### config.mk
export PLATFORM = sky130hd
export DESIGN_NAME = coas_isqrt
export DESIGN_NICKNAME = d
export VERILOG_FILES = /design/src/design/coas_pkg.sv /design/src/design/coas_isqrt.sv
export SDC_FILE = /design/constraint.sdc
export NUM_CORES = 2
export LEC_CHECK = 0
export ABC_AREA = 1
export BUFFER_PORTS_ARGS = -buffer_cell sky130_fd_sc_hd__buf_4
export CAP_MARGIN = 25
export CORE_ASPECT_RATIO = 1.75
export CORE_MARGIN = 3
export CORE_UTILIZATION = 35
export CTS_CLUSTER_SIZE = 16
export DETAILED_ROUTE_END_ITERATION = 7
export HOLD_SLACK_MARGIN = 0.02
export PLACE_DENSITY = 0.6
export SYNTH_ARGS = -nofsm -noshare
export SYNTH_HDL_FRONTEND = slang
export SYNTH_SLANG_ARGS = --single-unit
### constraint.sdc
create_clock -name aclk -period 2.2 [get_ports aclk]
set_clock_uncertainty 0.05 [all_clocks]
set_input_delay 0.22 -clock aclk [delete_from_list [all_inputs] [get_ports aclk]]
set_output_delay 0.22 -clock aclk [all_outputs]
set_load 0.03 [all_outputs]
### src/design/coas_pkg.sv
// shared constants, codes and the arctangent table of the cone avoidance steering block
package coas_pkg;

    localparam int CORDIC_STEPS = 16;
    localparam int CORDIC_LAT   = CORDIC_STEPS + 1;
    localparam int CW           = 36;
    localparam int ZW           = 32;
    localparam int ISQ_W        = 58;
    localparam int ISQ_STAGES   = ISQ_W / 2;
    localparam int DEG_A        = 1048576;

    localparam logic [2:0] REG_TARGET_EAST  = 3'd0;
    localparam logic [2:0] REG_TARGET_NORTH = 3'd1;
    localparam logic [2:0] REG_INNER_RADIUS = 3'd2;
    localparam logic [2:0] REG_OUTER_RADIUS = 3'd3;
    localparam logic [2:0] REG_TRACK_GAIN   = 3'd4;
    localparam logic [2:0] REG_SPEED_LIMIT  = 3'd5;

    localparam logic [1:0] MODE_CLEAR = 2'd0;
    localparam logic [1:0] MODE_CONE  = 2'd1;
    localparam logic [1:0] MODE_BRAKE = 2'd2;

    function automatic logic signed [ZW-1:0] atan_a(input int idx);
        logic signed [ZW-1:0] v;
        unique case (idx)
            0:  v = 32'sd47185920;
            1:  v = 32'sd27855475;
            2:  v = 32'sd14718068;
            3:  v = 32'sd7471121;
            4:  v = 32'sd3750058;
            5:  v = 32'sd1876857;
            6:  v = 32'sd938658;
            7:  v = 32'sd469357;
            8:  v = 32'sd234682;
            9:  v = 32'sd117342;
            10: v = 32'sd58671;
            11: v = 32'sd29335;
            12: v = 32'sd14668;
            13: v = 32'sd7334;
            14: v = 32'sd3667;
            15: v = 32'sd1833;
            16: v = 32'sd917;
            17: v = 32'sd458;
            18: v = 32'sd229;
            19: v = 32'sd115;
            20: v = 32'sd57;
            21: v = 32'sd29;
            22: v = 32'sd14;
            23: v = 32'sd7;
            default: v = '0;
        endcase
        return v;
    endfunction

endpackage

### src/design/coas_isqrt.sv
// pipelined integer square root, one result bit per stage
module coas_isqrt
    import coas_pkg::*;
(
    input  logic                  aclk,
    input  logic                  en,
    input  logic [ISQ_W-1:0]      val,
    output logic [ISQ_STAGES-1:0] root
);

    logic [ISQ_W-1:0] rem_reg  [0:ISQ_STAGES-1];
    logic [ISQ_W-1:0] res_reg  [0:ISQ_STAGES-1];
    logic [ISQ_W-1:0] rem_next [0:ISQ_STAGES-1];
    logic [ISQ_W-1:0] res_next [0:ISQ_STAGES-1];

    for (genvar k = 0; k < ISQ_STAGES; k++) begin : g_stage
        logic [ISQ_W-1:0] rem_in, res_in, trial, bitv;
        if (k == 0) begin : g_first
            assign rem_in = val;
            assign res_in = '0;
        end else begin : g_rest
            assign rem_in = rem_reg[k-1];
            assign res_in = res_reg[k-1];
        end
        assign bitv  = ISQ_W'(1) << (ISQ_W - 2 - 2 * k);
        assign trial = res_in + bitv;
        always_comb begin
            if (rem_in >= trial) begin
                rem_next[k] = rem_in - trial;
                res_next[k] = (res_in >> 1) + bitv;
            end else begin
                rem_next[k] = rem_in;
                res_next[k] = res_in >> 1;
            end
        end
        always_ff @(posedge aclk) begin
            if (en) begin
                rem_reg[k] <= rem_next[k];
                res_reg[k] <= res_next[k];
            end
        end
    end

    assign root = res_reg[ISQ_STAGES-1][ISQ_STAGES-1:0];

endmodule

==> run summary, run 1 <==
Buffers inserted during clock tree synthesis total slightly above 200. For this design, the sink count on the clock tree is 2059. The run stopped with a tool error. The netlist area before placement came out at between 100000 and 150000 um2. The number of buffers inserted by port buffering came out at ~90. The count of state elements after synthesis came out at 2059.

After floorplanning, the core was divided into ~280 placement rows. The x dimension of the die came out at 448 um. The proportion of synthesized chip area in sequential cells came out at 0.517. Dividing the synthesized area by the synthesized cell count gives about 8.3 um2. The count of flip-flops with a built-in enable after synthesis is roughly 2100. The number of global-route vias before repair is between 100k and 150k. The count of pins on the block boundary is between 80 and 90.

The H-tree was split into 4 levels. The starting utilization of the core area came out at 0.352. The largest area contributor in the synthesized netlist is sky130_fd_sc_hd__edfxtp_1.

The tool reported: "[ERROR GRT-0116] Global routing finished with congestion. Check the congestion regions in the DRC Viewer". The cell area after placement is ~160000 um2. The net count after synthesis is ~15000. The most common flop cell mapped by yosys is sky130_fd_sc_hd__edfxtp_1. Routability-driven placement finished with a final weighted congestion of 1.10. The total track usage came out at 0.558. Progress stopped at global routing. The pre-CTS worst setup slack is -1.07 ns. The pin count of the biggest net entering global routing is 110.

The fraction of synthesized cell area taken by the top area cell type is 0.517. The root buffer cell is sky130_fd_sc_hd__clkbuf_16. The number of warnings printed during yosys synthesis is 0. The count of mapped cells out of synthesis is 14500. The unique cell type count in the Yosys netlist is 56. The fraction of registers with async set/reset is 0. By area the synthesized netlist is led by sky130_fd_sc_hd__edfxtp_1, sky130_fd_sc_hd__nand2_1, sky130_fd_sc_hd__inv_1, sky130_fd_sc_hd__nor2_1, sky130_fd_sc_hd__ha_1. The largest buffer count on any clock path is 4. The estimated wirelength of the detail-placed design is around 580 mm. The overall overflow remaining after global route is between 200 and 250. The first global-routing pass estimated between 1000 and 1500 mm of wire.

The die outline height is 779 um.
synthesized netlist by cell type, types with 46 or more instances:
master,count
sky130_fd_sc_hd__nor4_1,102
sky130_fd_sc_hd__ha_1,460
sky130_fd_sc_hd__inv_1,2412
sky130_fd_sc_hd__xnor2_1,136
sky130_fd_sc_hd__nand2_1,4972
sky130_fd_sc_hd__nand3b_1,90
sky130_fd_sc_hd__nand3_1,809
sky130_fd_sc_hd__nand4_1,274
sky130_fd_sc_hd__nor2_1,1552
sky130_fd_sc_hd__o21ai_0,230
sky130_fd_sc_hd__nor3_1,144
sky130_fd_sc_hd__edfxtp_1,2059
sky130_fd_sc_hd__a21oi_1,464
sky130_fd_sc_hd__a21oi_2,73
sky130_fd_sc_hd__xor2_1,260
sky130_fd_sc_hd__buf_2,46
sky130_fd_sc_hd__nor2_2,56
per-layer routing:
layer	overflow	track usage
met3	0	0.351
met5	2	0.106
met4	115	0.634
met2	120	0.808
met1	0	0.486
per-stage QoR:
step	instances	hold slack, ns	setup TNS, ns
floorplan	14500	0.269	0
global placement	23300	0.348	-469.46
detailed placement	23300	0.349	-477.40
CTS	24100	0.332	-258.81
kinds of logic after synthesis:
kind of cell | Yosys count | synth area share
AND/OR/NAND/NOR | 8123 | 0.281
adder cells (fa/ha/maj) | 460 | 0.0481
buffers and inverters | 2552 | 0.0837
XOR/XNOR | 396 | 0.0290
flip-flops | 2059 | 0.517
AO/OA/AOI/OAI | 879 | 0.0413
timing repair:
item                                    in CTS
setup buffers                              298
cloned                                      48
endpoints found under the setup margin     828
gates resized for setup                   2172
hold buffers                               119
pin swaps                                  407
hold endpoints to repair                   390
==> inputs of run 2 (changes only) <==
CORE_ASPECT_RATIO = not set   (was 1.75)
CORE_UTILIZATION = 20   (was 35)
CTS_CLUSTER_SIZE = not set   (was 16)
HOLD_SLACK_MARGIN = not set   (was 0.02)
PLACE_DENSITY = not set   (was 0.6)
PLACE_DENSITY_LB_ADDON = 0.15   (was not set)
clock period = 2.9 ns   (was 2.2 ns; I/O delays follow)
==> run 2 against run 1 <==
- the flow now finishes without violations
- synthesized area unchanged
- synthesized cell count stayed put
==> run summary, run 2 <==
The run finished with clean final reports. In this run the critical register-to-register path is captured at rem_reg[1][196]. The H-tree was split into 5 levels. Summed over all instances, the cell type with the most area after synthesis is sky130_fd_sc_hd__edfxtp_1. The worst hold path begins at val[56].

The number of warnings printed during yosys synthesis came out at 0. The total track usage is 0.147. Counting every net in the synthesized netlist gives ~15000.

The die outline height is around 800 um. In the finished design, the share of the clock period the worst path needs comes to 0.966. The highest metal layer carrying signal wires in the routed design is met5.

In this run the worst hold path is classified as in -> reg. The number of global-route vias before repair came out at 96300. The max-capacitance violation count is 0. The cell area power density came out at a little over 700 nW/um2. The total length of routed met2 wires is between 200 and 250 mm. Summed over all layers, the routed wires come to 458 mm. VDD sags by at most between 0.5 and 0.6 mV. The startpoint class of the critical path is a register. The fraction of registers with async set/reset came out at 0.

The average instance area after synthesis came out at between 8 and 9 um2. The clock drives a little over 2000 sinks. Setup slack on the critical path of the routed design comes to between 0.09 and 0.1 ns. The setup total negative slack came out at 0 ns. The placement row count came out at around 280. The pre-CTS worst setup slack came out at -0.323 ns. The number of nets with antenna violations after routing came out at 0.

The first routing iteration left between 6000 and 7000 violations. Setup repair after global routing could not meet its margin everywhere. The time the worst path needs with I/O delays and setup came out at roughly 2.8 ns. TritonCTS built the clock tree.

For the pin with the worst max-slew slack, the measured transition is around 0.90 ns. The critical path is of the reg -> reg type. For hold timing, the worst endpoint is res_reg[0][56]. At the end of routability-driven placement, the weighted congestion stood at about 0.9. The worst hold path depth came out at 3. The filler-free cell count of the finished design came out at 23700. The via count normalized by instance count came out at 4.08. The first global-routing pass estimated 661 mm of wire. Leaving out fill and tap cells, the most frequent cell in the layout is sky130_fd_sc_hd__nand2_1. Of the post-synthesis cell area, the dominant cell type holds 0.517.

The proportion of synthesized chip area in sequential cells is 0.517. The required arrival time at the worst endpoint came out at ~3.6 ns. The share of final-layout standard cells stronger than drive strength 1 came out at 0.0996. The number of antenna violations at the first check in global routing came out at 15. The unique cell type count in the Yosys netlist came out at between 50 and 60. The starting utilization of the core area came out at 0.201. The setup slack of the worst register-to-register path came out at around 0.1 ns. The root buffer cell is sky130_fd_sc_hd__clkbuf_16. The area added between synthesis and finish is 22.2%.

The sort of element at the end of the critical path is a register. On the critical path, the stage with the largest delay is an instance of sky130_fd_sc_hd__edfxtp_1. The count of filler cells inserted in the layout came out at about 65000. The number of clock buffers added by TritonCTS is 264. The worst-case reg-to-reg path depth came out at 13. In the synthesized netlist the dominant register cell turns out to be sky130_fd_sc_hd__edfxtp_1.

The total via count in the routed design came out at about 97000. The DRC violation count after routing is 0. The overall overflow remaining after global route is 0.

The total of endpoints with negative setup slack in the final report is 0. For the worst-skew pair, the clock arrives at the later sink with an insertion delay of around 0.94 ns. In this run the count of I/O pins placed on the die edge is 89. Counting instances in the post-synthesis netlist gives the leading cell types as sky130_fd_sc_hd__nand2_1, sky130_fd_sc_hd__inv_1, sky130_fd_sc_hd__edfxtp_1. The worst pin sits at a relative slew slack of 0.400. Counting stages on the worst path, the most repeated cell is sky130_fd_sc_hd__nor2_1. The hold violation total from the final report is 0. The number of instances in the placed design is between 20000 and 25000. The largest buffer count on any clock path came out at 4. In this run the critical register-to-register path is launched from rem_reg[1][148]. In the final routing, the length of wire on met1 measures slightly above 200 mm. The top achievable clock speed came out at between 300 and 400 MHz. The data arrival at the endpoint of the critical path is around 3.5 ns.

The die area is just over 600000 um2. The signal on the critical path passes through ha_1, nand2_1, nor2_1, inv_1, nor2_2, nand3_1, nor2_1, nor2_1, nand2_4, inv_2, buf_12, buf_4, o21ai_1. Ranked by total cell area, the synthesized netlist is headed by sky130_fd_sc_hd__edfxtp_1, sky130_fd_sc_hd__nand2_1, sky130_fd_sc_hd__inv_1, sky130_fd_sc_hd__nor2_1, sky130_fd_sc_hd__ha_1. The flip-flop count of the largest register, all copies and words added is 1624. The number of pins with negative max-slew slack in the final report came out at 0. For this run, the slowest stage of the critical path takes about 0.44 ns. Of all nets on the critical path, the largest fanout is 31. In the layout the commonest cells are sky130_fd_sc_hd__nand2_1, sky130_fd_sc_hd__inv_1, sky130_fd_sc_hd__edfxtp_1. The detailed-routing iteration count for the pre-antenna-repair pass is 6. The count of mapped cells out of synthesis is around 14000. The count of state elements after synthesis is between 2000 and 2500. Hold timing on the final database bottoms out at a slack of approximately 0.19 ns. The x dimension of the die is about 780 um. The netlist area before placement is ~120000 um2. The estimated wirelength of the detail-placed design is between 300 and 400 mm.

The core region is roughly 590000 um2. The routed wire length on met3 came out at 15.2 mm. Yosys instantiated no cell more often than sky130_fd_sc_hd__nand2_1. The count of flip-flops with a built-in enable after synthesis is between 2000 and 2500.

The pin count of the biggest net entering global routing is 126. Clock-pin slew was measured on the worst setup and hold paths at roughly 0.060 ns. The routed wirelength normalized by instance count came out at between 15 and 20 um. The static leakage came out at roughly 0.064 uW.

The number of buffers inserted by port buffering came out at a little under 90. The number of nets at the end of the flow came out at approximately 16000.
==> run 2: worst max-delay path by stage <==
stage | start | endpoint | slack (ns) | cells past startpoint
floorplan | rem_reg[1][585] | rem_reg[1][685] | 0.69 | 12
global placement | res_reg[1][209] | rem_reg[1][264] | -0.36 | 13
detailed placement | res_reg[1][192] | rem_reg[1][264] | -0.32 | 14
CTS | res_reg[1][548] | rem_reg[1][608] | 0.002 | 15
global route | rem_reg[0][909] | rem_reg[1][24] | -0.004 | 12
finish | rem_reg[1][148] | rem_reg[1][196] | 0.1 | 13
==> run 2: cell type report <==
type	count	area [um2]	share of cell area
flip-flops and latches	2059	61800	0.423
multi-input cells	9858	48100	0.330
well taps	7837	9810	0.0671
inverters	2441	9170	0.0628
repair buffers	987	8620	0.0590
clock buffers	305	6780	0.0464
clock inverters	162	1710	0.0117
diodes	7	17.5	0.000120
==> run 2: repair_timing <==
item                                    in CTS  in global routing
endpoints found under the setup margin      38                167
buffers inserted                             8                 20
hold buffers                               116                  0
cloned                                       0                  1
endpoints found under the hold margin      145                  0
resized for setup                           19                 87
pin swaps                                    0                  3
==> run 2: worst max-delay path: cells and delay by family, from the launching register on <==
family | cells | cell delay [ns]
buffers and inverters | 4 | 0.47
adder cells (fa/ha/maj) | 1 | 0.43
AND/OR/NAND/NOR | 7 | 1.10
AO/OA/AOI/OAI | 1 | 0.14
flip-flops | 1 | 0.44
==> run 2: layer usage <==
metal | vias to the layer above | track usage
li1 | 49000 | -
met3 | 542 | 0.0139
met2 | 1823 | 0.263
met1 | 45200 | 0.187
met4 | 6 | 0.0411
met5 | - | 0
==> run 2: logic make-up (layout without fill, tap and decap cells) <==
| kind of cell | count (synthesis) | in the layout | synth area share |
|---|---|---|---|
| compound gates | 879 | 879 | 0.0413 |
| xor+xnor | 396 | 396 | 0.0290 |
| fa+ha+maj | 460 | 460 | 0.0481 |
| buf+inv | 2552 | 3895 | 0.0837 |
| flops | 2059 | 2059 | 0.517 |
| other cells | 0 | 7 | 0 |
| simple gates | 8123 | 8123 | 0.281 |
==> run 2: through the flow <==
| step | total power [uW] | instance area, um2 | util |
|---|---|---|---|
| floorplan | 57600 | 120000 | - |
| global placement | 71600 | 136000 | 0.228 |
| detailed placement | 71300 | 136000 | 0.228 |
| CTS | 105000 | 146000 | 0.245 |
| global route | 110000 | 146000 | 0.246 |
| finish | 104000 | 146000 | 0.246 |
==> run 2: where the power goes <==
group | internal, uW | total [uW] | leakage (uW) | switching (uW)
Sequential | 37700 | 41500 | 0.0198 | 3780
Combinational | 9980 | 29400 | 0.0402 | 19400
Clock | 18800 | 32900 | 0.00411 | 14000
Note: power is estimated with default switching activity, not from simulation.
